File: src/utf8_fullwidth_fold_lowercase_unit_macros.svh
// Assertion macros used by the top-level RTL file of the full-width folding unit.
`ifndef UTF8_FULLWIDTH_FOLD_LOWERCASE_UNIT_MACROS_SVH
`define UTF8_FULLWIDTH_FOLD_LOWERCASE_UNIT_MACROS_SVH

// The condition must hold in the same cycle as the trigger.
`define UFWFOLD_ASSERT_SAME(lbl, trig, cond, msg) \
  lbl: assert property (@(posedge clk) disable iff (rst) (trig) |-> (cond)) \
    else $error(msg);

// The condition must hold in the cycle after the trigger.
`define UFWFOLD_ASSERT_NEXT(lbl, trig, cond, msg) \
  lbl: assert property (@(posedge clk) disable iff (rst) (trig) |=> (cond)) \
    else $error(msg);

`endif

File: src/ufwfold_pkg.sv
`default_nettype none

package ufwfold_pkg;

  // Byte patterns of the three-byte UTF-8 groups.
  localparam logic [7:0] LEAD_MASK = 8'hF0;
  localparam logic [7:0] LEAD_CODE = 8'hE0;
  localparam logic [7:0] LEAD_BITS = 8'h0F;
  localparam logic [7:0] CONT_BITS = 8'h3F;

  // Code points that get folded.
  localparam logic [15:0] IDEO_SPACE = 16'h3000;
  localparam logic [15:0] FW_FIRST   = 16'hFF01;
  localparam logic [15:0] FW_LAST    = 16'hFF5E;
  localparam logic [15:0] FW_OFFSET  = 16'hFEE0;

  localparam logic [7:0] ASCII_SPACE = 8'h20;
  localparam logic [7:0] ASCII_UPPER_A = 8'h41;
  localparam logic [7:0] ASCII_UPPER_Z = 8'h5A;
  localparam logic [7:0] CASE_DELTA  = 8'd32;

  // Number of bytes of an open group held so far.
  typedef enum logic [1:0] {
    HELD_NONE   = 2'd0,
    HELD_LEAD   = 2'd1,
    HELD_SECOND = 2'd2
  } held_t;

  // Result bytes caused by one input byte.
  typedef struct packed {
    logic [2:0][7:0] bytes;     // bytes[0] is sent first
    logic [1:0]      count;     // 0 to 3 bytes
    logic            end_flag;  // input byte closed the string
  } group_t;

  // Decoder status seen by the top level.
  typedef struct packed {
    held_t held_count;
  } dec_status_t;

  function automatic logic [7:0] fold_case(input logic [7:0] b, input logic en);
    logic [7:0] r;
    r = b;
    if (en && (b >= ASCII_UPPER_A) && (b <= ASCII_UPPER_Z)) begin
      r = b + CASE_DELTA;
    end
    return r;
  endfunction

endpackage

`default_nettype wire

File: src/utf8_fullwidth_fold_lowercase_unit.sv
`default_nettype none

// Full-width to half-width folding of a UTF-8 byte stream. One byte is taken
// per transaction and its result bytes leave on the next cycle, one per cycle
// while m_tready is high. A byte that only extends an open group gives no
// output; a byte that yields one output byte lets the next input follow in the
// next cycle if m_tready is high, and a byte that yields two or three output
// bytes (raw groups, or a string cut inside a group) holds the input back
// until the single result register sends its last byte. The lowercase_enable
// register is written through the cfg channel, which is always ready.
module utf8_fullwidth_fold_lowercase_unit (
  input  wire        clk,
  input  wire        rst,
  // Input stream
  input  wire        s_tvalid,
  output logic       s_tready,
  input  wire  [7:0] s_tdata,   // in_byte
  input  wire        s_tlast,   // string_end
  // Output stream
  output logic       m_tvalid,
  input  wire        m_tready,
  output logic [7:0] m_tdata,   // out_byte
  output logic       m_tlast,   // output_end
  output logic [0:0] m_tuser,   // run_last
  // Configuration
  input  wire        cfg_valid,
  output logic       cfg_ready,
  input  wire  [0:0] cfg_data   // lowercase_enable
);
  import ufwfold_pkg::*;

  `include "utf8_fullwidth_fold_lowercase_unit_macros.svh"

  logic        lowercase_enable;
  logic        take;
  logic        slot_free;
  group_t      grp;
  dec_status_t dec_status;

  // Configuration register.
  assign cfg_ready = 1'b1;
  always_ff @(posedge clk) begin
    if (rst) begin
      lowercase_enable <= 1'b0;
    end else if (cfg_valid && cfg_ready) begin
      lowercase_enable <= cfg_data[0];
    end
  end

  assign s_tready = slot_free;
  assign take     = s_tvalid && s_tready;

  ufwfold_decode u_decode (
    .clk              (clk),
    .rst              (rst),
    .take             (take),
    .in_byte          (s_tdata),
    .string_end       (s_tlast),
    .lowercase_enable (lowercase_enable),
    .grp              (grp),
    .status           (dec_status)
  );

  ufwfold_emit u_emit (
    .clk       (clk),
    .rst       (rst),
    .push      (take && (grp.count != 2'd0)),
    .grp       (grp),
    .slot_free (slot_free),
    .m_tvalid  (m_tvalid),
    .m_tready  (m_tready),
    .m_tdata   (m_tdata),
    .m_tlast   (m_tlast),
    .m_tuser   (m_tuser)
  );

  // The end of a string closes any open group.
  `UFWFOLD_ASSERT_NEXT(a_end_clears_group, take && s_tlast, dec_status.held_count == HELD_NONE, "group still open after string end")
  // A string end always yields output on the next cycle.
  `UFWFOLD_ASSERT_NEXT(a_end_has_output, take && s_tlast, m_tvalid, "string end gave no output")
  // The final byte of a string is also the last byte of its run.
  `UFWFOLD_ASSERT_SAME(a_end_is_run_last, m_tvalid && m_tlast, m_tuser[0], "output end without run end")
  // An empty result register never blocks the input.
  `UFWFOLD_ASSERT_SAME(a_idle_ready, !m_tvalid, s_tready, "input stalled with no output pending")

endmodule

`default_nettype wire

File: src/ufwfold_decode.sv
`default_nettype none

// Holds the open three-byte group and forms the result bytes of each byte.
module ufwfold_decode (
  input  wire                       clk,
  input  wire                       rst,
  input  wire                       take,
  input  wire  [7:0]                in_byte,
  input  wire                       string_end,
  input  wire                       lowercase_enable,
  output ufwfold_pkg::group_t       grp,
  output ufwfold_pkg::dec_status_t  status
);
  import ufwfold_pkg::*;

  held_t      held_count;
  held_t      held_count_next;
  logic [7:0] held_lead;
  logic [7:0] held_second;
  logic [15:0] code_point;
  logic [15:0] fw_sub;

  // Code point of a complete group, with the new byte as the third one.
  assign code_point = {(held_lead & LEAD_BITS), 8'h00} << 4
                    | ({8'h00, held_second & CONT_BITS} << 6)
                    | {8'h00, in_byte & CONT_BITS};
  assign fw_sub = code_point - FW_OFFSET;

  // Result bytes and next hold state.
  always_comb begin
    grp.bytes    = '0;
    grp.count    = 2'd0;
    grp.end_flag = string_end;
    held_count_next = held_count;
    unique case (held_count)
      HELD_NONE: begin
        if (((in_byte & LEAD_MASK) == LEAD_CODE) && !string_end) begin
          held_count_next = HELD_LEAD;
        end else begin
          grp.bytes[0] = fold_case(in_byte, lowercase_enable);
          grp.count    = 2'd1;
        end
      end
      HELD_LEAD: begin
        if (string_end) begin
          grp.bytes[0] = held_lead;
          grp.bytes[1] = fold_case(in_byte, lowercase_enable);
          grp.count    = 2'd2;
          held_count_next = HELD_NONE;
        end else begin
          held_count_next = HELD_SECOND;
        end
      end
      HELD_SECOND: begin
        if (code_point == IDEO_SPACE) begin
          grp.bytes[0] = ASCII_SPACE;
          grp.count    = 2'd1;
        end else if ((code_point >= FW_FIRST) && (code_point <= FW_LAST)) begin
          grp.bytes[0] = fold_case(fw_sub[7:0], lowercase_enable);
          grp.count    = 2'd1;
        end else begin
          grp.bytes[0] = held_lead;
          grp.bytes[1] = held_second;
          grp.bytes[2] = in_byte;
          grp.count    = 2'd3;
        end
        held_count_next = HELD_NONE;
      end
      default: begin
        held_count_next = HELD_NONE;
      end
    endcase
  end

  // Group state.
  always_ff @(posedge clk) begin
    if (rst) begin
      held_count <= HELD_NONE;
    end else if (take) begin
      held_count <= held_count_next;
    end
  end

  // Held bytes carry no reset; they are read only after being written.
  always_ff @(posedge clk) begin
    if (take && (held_count == HELD_NONE)) begin
      held_lead <= in_byte;
    end
    if (take && (held_count == HELD_LEAD)) begin
      held_second <= in_byte;
    end
  end

  assign status.held_count = held_count;

endmodule

`default_nettype wire

File: src/ufwfold_emit.sv
`default_nettype none

// Result register: holds the bytes of one input byte and sends them one a cycle while m_tready is high.
module ufwfold_emit (
  input  wire                  clk,
  input  wire                  rst,
  input  wire                  push,
  input  wire ufwfold_pkg::group_t grp,
  output logic                 slot_free,
  output logic                 m_tvalid,
  input  wire                  m_tready,
  output logic [7:0]           m_tdata,
  output logic                 m_tlast,
  output logic [0:0]           m_tuser
);
  import ufwfold_pkg::*;

  logic [2:0][7:0] bytes;
  logic [1:0]      count;
  logic            end_flag;
  logic [1:0]      idx;
  logic            busy;
  logic            at_last;
  logic            pop;

  assign at_last   = (idx == (count - 2'd1));
  assign pop       = busy && m_tready;
  assign slot_free = !busy || (m_tready && at_last);

  // Control of the result register.
  always_ff @(posedge clk) begin
    if (rst) begin
      busy <= 1'b0;
      idx  <= 2'd0;
    end else if (push) begin
      busy <= 1'b1;
      idx  <= 2'd0;
    end else if (pop && at_last) begin
      busy <= 1'b0;
    end else if (pop) begin
      idx <= idx + 2'd1;
    end
  end

  // Payload of the result register.
  always_ff @(posedge clk) begin
    if (push) begin
      bytes    <= grp.bytes;
      count    <= grp.count;
      end_flag <= grp.end_flag;
    end
  end

  assign m_tvalid   = busy;
  assign m_tdata    = bytes[idx];
  assign m_tuser[0] = at_last;
  assign m_tlast    = at_last && end_flag;

endmodule

`default_nettype wire
File: config.mk
export PLATFORM = sky130hd
export DESIGN_NAME = utf8_fullwidth_fold_lowercase_unit
export DESIGN_NICKNAME = d
export VERILOG_FILES = /design/src/ufwfold_pkg.sv /design/src/utf8_fullwidth_fold_lowercase_unit.sv /design/src/ufwfold_decode.sv /design/src/ufwfold_emit.sv
export VERILOG_INCLUDE_DIRS = /design/src /design/src/src
export SDC_FILE = /design/constraint.sdc
export NUM_CORES = 1
export LEC_CHECK = 0
export ABC_CLOCK_PERIOD_IN_PS = 2800
export BUFFER_PORTS_ARGS = -buffer_cell sky130_fd_sc_hd__buf_2
export CAP_MARGIN = 20
export CORE_MARGIN = 3
export CORE_UTILIZATION = 53
export CTS_BUF_LIST = sky130_fd_sc_hd__clkbuf_8 sky130_fd_sc_hd__clkbuf_16
export CTS_CLUSTER_DIAMETER = 150
export DETAILED_ROUTE_END_ITERATION = 10
export GPL_TIMING_DRIVEN = 0
export MAX_ROUTING_LAYER = met4
export PLACE_DENSITY = 0.75
export SYNTH_ARGS = -nofsm -noshare
export SYNTH_HDL_FRONTEND = slang
export SYNTH_SLANG_ARGS = --single-unit
File: constraint.sdc
create_clock -name clk -period 2.8 [get_ports clk]
set_input_delay 0.56 -clock clk [delete_from_list [all_inputs] [get_ports clk]]
set_output_delay 0.56 -clock clk [all_outputs]
set_load 0.02 [all_outputs]
==> results of run 1 <==
-- sequential cells by signal (all words and copies together) (netlist names) --
name	count
lowercase_enable	1
u_decode.status	2
u_decode.held_lead	8
u_emit.end_flag	1
u_emit.m_tvalid	1
u_emit.count	2
u_decode.held_second	8
u_emit.idx	2
u_emit.bytes	24
-- metal layers --
layer / track usage / vias up
li1: - / 1039
met1: 0.283 / 989
met2: 0.317 / 65
met3: 0.0424 / 10
met4: 0.0612 / 0
met5: - / -
-- stage by stage --
step / power [mW] / worst slack, ps
floorplan: 0.991 / 108
global placement: 1.05 / -445
detailed placement: 1.06 / -464
CTS: 1.56 / 147
global route: 1.62 / 150
finish: 1.56 / 291
-- cell families after synthesis --
group / Yosys count / share of synthesized area
flops: 49 / 0.507
fa+ha+maj: 10 / 0.0440
xor+xnor: 2 / 0.00629
mux: 11 / 0.0396
simple gates: 91 / 0.178
other cells: 1 / 0.00135
buf+inv: 24 / 0.0409
compound gates: 65 / 0.183
-- cell usage after synthesis, types with 2 or more instances --
library cell / instances
buf_4: 3
edfxtp_1: 43
and2_1: 5
buf_2: 8
a41o_1: 2
mux2i_1: 11
o31ai_1: 2
o211ai_1: 5
nand4_1: 6
nor3_1: 5
inv_1: 7
dfxtp_1: 6
a211oi_1: 7
a31oi_1: 2
a21oi_1: 11
xnor2_1: 2
a22oi_1: 2
a32oi_1: 6
nor2_1: 10
ha_1: 9
nand2b_1: 4
a21boi_0: 3
a21o_1: 2
nor2b_1: 9
o21ai_0: 12
clkbuf_1: 4
nand3_1: 5
and3_1: 14
nor4_1: 3
nand2_1: 23
-- final cells by class --
class / instances / area (µm²)
buffer: 16 / 81.3
sequential: 49 / 1410
clock buffer: 6 / 82.6
timing repair buffer: 26 / 130
tap: 67 / 83.8
inverter: 8 / 32.5
multi-input combinational: 180 / 1260
fill: 401 / 1790
clock inverter: 2 / 37.5
-- worst paths after layout --
kind         slack, ps                 endpoint  cells past startpoint                    start
min                460  u_decode.held_second[0]                      1               s_tdata[0]
max                290         u_emit.bytes[16]                     10               s_tdata[5]
max reg2reg        380         u_emit.bytes[16]                      6  u_decode.held_second[0]
min reg2reg        550         lowercase_enable                      2         lowercase_enable
-- timing repair --
item | in CTS | in global routing
buffers inserted | 0 | 0
resized for setup | 1 | 2
endpoints found under the setup margin | 27 | 28
-- where the power goes --
group	switching (mW)	internal, mW	leakage (nW)
combinational	0.120	0.0665	0.607
clock	0.227	0.290	0.0574
sequential	0.0158	0.840	0.461
==> flow_metrics.py, run 1 <==
metrics = {
    "place": {
        "gp_congestion": 0.933,
        "place.port_buffers": 26,
        "post-dp-hpwl_um": 4400,
        "dpl.cell_count": 346,
        "placed_cell_area_mm2": 0.00300,
    },
    "logic_synthesis": {
        "yosysTopAreaCell": "edfxtp_1",
        "syn_area_mm2": 0.00278,
        "syn_nets": 277,
        "avgSynthCellArea_um2": 11.0,
        "synth_warnings": 0,
        "ys_async_sr_fraction": 0,
        "yosysUniqueCellTypes": 52,
        "yosysTopAreaCellShare": 0.464,
        "ys_ff_latch": 49,
        "synth_edf_count": 43,
        "syn_inst": 253,
        "synth-main-ff-cell": "edfxtp_1",
        "synth.area.top_cells": "edfxtp_1 46%, dfxtp_1 4.3%, ha_1 4.0%, mux2i_1 4.0%, and3_1 3.1%",
        "yosysSeqAreaShare": 0.507,
    },
    "global_routing": {
        "grt_pass1_vias": 1976,
        "antenna_found_initial": 0,
        "grt_max_degree": 28,
        "grt_pass1_wl_um": 9820,
        "grt_usage": 0.208,
        "grt_overflow": 0,
    },
    "routing": {
        "dr_wl_met2_um": 2750,
        "routed_wl_um": 5900,
        "wl_met1_um": 2780,
        "wl_met3_um": 277,
        "wire_per_inst_um": 16.7,
        "first_pass_iters": 4,
        "drt_iter0_markers": 119,
        "num_vias": 2103,
        "avgViaCountPerCell": 5.94,
        "ant_nets": 0,
        "highest_layer": "met4",
        "route.detailed.drc": 0,
    },
    "worst_setup_path": {
        "cp_cell_sequence": "buf_2, buf_4, inv_4, ha_1, inv_1, o311ai_2, nand4_1, buf_4, a31o_1, and2_4",
        "critPathArrivalTime_ps": 2540,
        "worst_path_dominant_cell_family": "buffers and inverters",
        "required_ps": 2830,
        "cpMostUsedCell": "buf_4",
        "cp_slowest_cell": "o311ai_2",
        "critPathKind": "in -> reg",
        "crit_path_end_kind": "register",
        "path_max_fanout": 27,
        "path_buf_inv": 5,
        "cp-start-kind": "input port",
        "cpPeakStageDelay_ps": 380,
    },
    "clocking": {
        "clockRootBuffer": "clkbuf_8",
        "clk_path_buf_depth": 2,
        "clkTransAtPathRegs_ps": 80,
        "ctsHoldBuffers": 0,
        "cts_buffers": 5,
        "cts.sinks": 49,
        "htree_num_levels": 2,
        "clk_latency_ps": 310,
        "cts_tree": "yes",
    },
    "die": {
        "ios": 28,
        "rows": 25,
        "dieHeight_um": 78.5,
        "die-area_mm2": 0.00616,
        "die_w_um": 78.5,
        "fp.coreArea_mm2": 0.00491,
        "initial_core_util": 0.567,
    },
    "sta": {
        "setup_violations": 0,
        "timing.fmax_mhz": 399,
        "skew_ps": 9.95,
        "drv_slew": 0,
        "post-route-period-util": 0.896,
        "min_period_ps": 2510,
        "hold_ws_ps": 457,
        "setup_tns_ps": 0,
        "rsz0062_at_grt": "no",
        "hold_viol_final": 0,
    },
    "finish": {
        "diodes": 0,
        "final_core_util": 0.635,
        "fin_area_mm2": 0.00312,
        "layout_commonest_cell": "edfxtp_1",
        "synthToLayoutAreaGrowth_pct": 12.1,
        "layout-drive-gt1-share": 0.181,
        "layout_common_cells": "43 x edfxtp_1, 34 x buf_2, 23 x nand2_1, 14 x and3_1, 12 x o21ai_0",
        "stdcell_count": 354,
        "fin_nets": 310,
    },
    "outcome": {
        "outcome": "finished, final reports clean",
    },
    "worst_hold_path": {
        "hp-class": "in -> reg",
    },
    "power_and_ir_drop": {
        "leakage_nw": 1.13,
        "ir_worst_vdd_v": 0.000232,
        "power.density_mw_per_mm2": 500,
    },
    "flow_run": {
        "maxCapViolCount": 0,
    },
}
Note: power is estimated with default switching activity, not from simulation.
==> run 2: changes to the inputs <==
--- a/config.mk
+++ b/config.mk
@@ -8,3 +8,2 @@
 export LEC_CHECK = 0
-export ABC_CLOCK_PERIOD_IN_PS = 2800
 export BUFFER_PORTS_ARGS = -buffer_cell sky130_fd_sc_hd__buf_2
==> constraint.sdc (replaced) <==
create_clock -name clk -period 2.8 [get_ports clk]
set_input_delay 0.28 -clock clk [delete_from_list [all_inputs] [get_ports clk]]
set_output_delay 0.28 -clock clk [all_outputs]
set_load 0.02 [all_outputs]
==> run 2 against run 1 <==
  * Register-to-register slack worse by 180 ps
  * Global-route usage did not move
  * Clock power about the same
  * Hold slack got worse by 280 ps
  * Critical path depth fell by 4
  * Critical endpoint unchanged
==> flow_metrics.py, run 2 (synthesis gave the netlist of run 1 again) <==
metrics = {
    "sta": {
        "post-route-period-util": 0.928,
        "tightestPinTransition_ps": 620,
        "drv_slew": 0,
        "setup_tns_ps": 0,
        "rsz0062_at_grt": "no",
        "max_slew_margin": 0.583,
        "timing.fmax_mhz": 385,
        "setup_violations": 0,
        "min_period_ps": 2600,
        "hold_viol_final": 0,
        "skew_ps": 10.1,
    },
    "place": {
        "place.port_buffers": 26,
        "placed_cell_area_mm2": 0.00300,
        "dpl.cell_count": 346,
        "gp_congestion": 0.933,
        "post-dp-hpwl_um": 4400,
    },
    "finish": {
        "diodes": 0,
        "largest_register_ffs": 24,
        "fin_area_mm2": 0.00312,
        "fin_nets": 310,
        "synthToLayoutAreaGrowth_pct": 12.0,
        "layout_common_cells": "43 x edfxtp_1, 34 x buf_2, 23 x nand2_1, 14 x and3_1, 12 x o21ai_0",
        "stdcell_count": 354,
        "layout-drive-gt1-share": 0.181,
        "regMostFlops": "u_emit.bytes",
        "top_regs": "u_emit.bytes x24, u_decode.held_lead x8, u_decode.held_second x8",
        "layout_commonest_cell": "edfxtp_1",
        "final_core_util": 0.635,
    },
    "worst_hold_path": {
        "hp-class": "in -> reg",
    },
    "die": {
        "rows": 25,
        "die_w_um": 78.5,
        "dieHeight_um": 78.5,
        "initial_core_util": 0.567,
        "die-area_mm2": 0.00616,
        "fp.coreArea_mm2": 0.00491,
        "ios": 28,
    },
    "routing": {
        "num_vias": 2095,
        "routed_wl_um": 5910,
        "first_pass_iters": 4,
        "route.detailed.drc": 0,
        "ant_nets": 0,
        "avgViaCountPerCell": 5.92,
        "wire_per_inst_um": 16.7,
        "drt_iter0_markers": 132,
    },
    "worst_setup_path": {
        "required_ps": 2740,
        "cp-start-kind": "register",
        "path_max_fanout": 27,
        "r2r_slack_ps": 200,
        "critPathKind": "reg -> reg",
        "crit_path_end_kind": "register",
        "critPathArrivalTime_ps": 2540,
    },
    "clocking": {
        "clkTransAtPathRegs_ps": 80,
        "htree_num_levels": 2,
        "cts_buffers": 5,
        "clk_path_buf_depth": 2,
        "clk_latency_ps": 310,
        "clockRootBuffer": "clkbuf_8",
        "cts.sinks": 49,
        "cts_tree": "yes",
    },
    "global_routing": {
        "grt_max_degree": 28,
        "grt_overflow": 0,
        "grt_usage": 0.208,
        "grt_pass1_wl_um": 9820,
        "grt_pass1_vias": 1976,
        "antenna_found_initial": 0,
    },
    "power_and_ir_drop": {
        "leakage_nw": 1.12,
        "power.density_mw_per_mm2": 500,
        "ir_worst_vdd_v": 0.000232,
    },
    "outcome": {
        "outcome": "finished, final reports clean",
    },
    "flow_run": {
        "maxCapViolCount": 0,
    },
}
## run 2: cell counts in the layout (fill, tap and decap cells not counted)
Identical to the previous run, type by type.
## run 2: worst paths after layout
check                          startpoint  cells past startpoint                       to
setup reg to reg  u_decode.held_second[0]                      6         u_emit.bytes[16]
hold / removal                 s_tdata[0]                      1  u_decode.held_second[0]
setup / recovery  u_decode.held_second[0]                      6         u_emit.bytes[16]
hold reg to reg          lowercase_enable                      2         lowercase_enable
## run 2: cell type report
| cell class | instances | area (µm²) |
|---|---|---|
| well taps | 67 | 83.8 |
| plain buffers | 16 | 81.3 |
| flip-flops and latches | 49 | 1410 |
| clock buffers | 6 | 82.6 |
| multi-input cells | 180 | 1260 |
| fillers | 402 | 1790 |
| inverters | 8 | 32.5 |
| clock inverters | 2 | 37.5 |
| repair buffers | 26 | 130 |
## run 2: power breakdown
group | switching, mW | total (mW) | internal, mW
clock network | 0.228 | 0.518 | 0.290
registers | 0.0159 | 0.856 | 0.840
logic | 0.119 | 0.185 | 0.0655
## run 2: what timing repair did
action,CTS,global route
setup buffers,0,0
hold buffers,0,0
resized for setup,1,0
setup endpoints to repair,27,0
## run 2: per-layer routing
| layer | track usage | routed length, µm | up-vias | share of wire |
|---|---|---|---|---|
| met3 | 0.0424 | 299 | 9 | 0.051 |
| li1 | - | - | 1037 | - |
| met5 | - | 0 | - | 0 |
| met2 | 0.317 | 2760 | 65 | 0.47 |
| met1 | 0.283 | 2780 | 984 | 0.47 |
| met4 | 0.0612 | 69 | 0 | 0.012 |
## run 2: stage by stage
step                      total power [mW]  hold WS [ps]  setup slack [ps]
after floorplan                      0.991           349               108
after global placement                1.05           480              -165
after detailed placement              1.06           490              -184
after CTS                             1.56           181               219
after global routing                  1.62           177              92.1
final                                 1.56           175               201
## run 2: critical path, stage by stage, from the launching register on
cell and delay (ps):
edfxtp_1 530, nor4_1 450, nand2_1 170, nand4_1 120
buf_4 180, a31o_1 220, and2_2 540
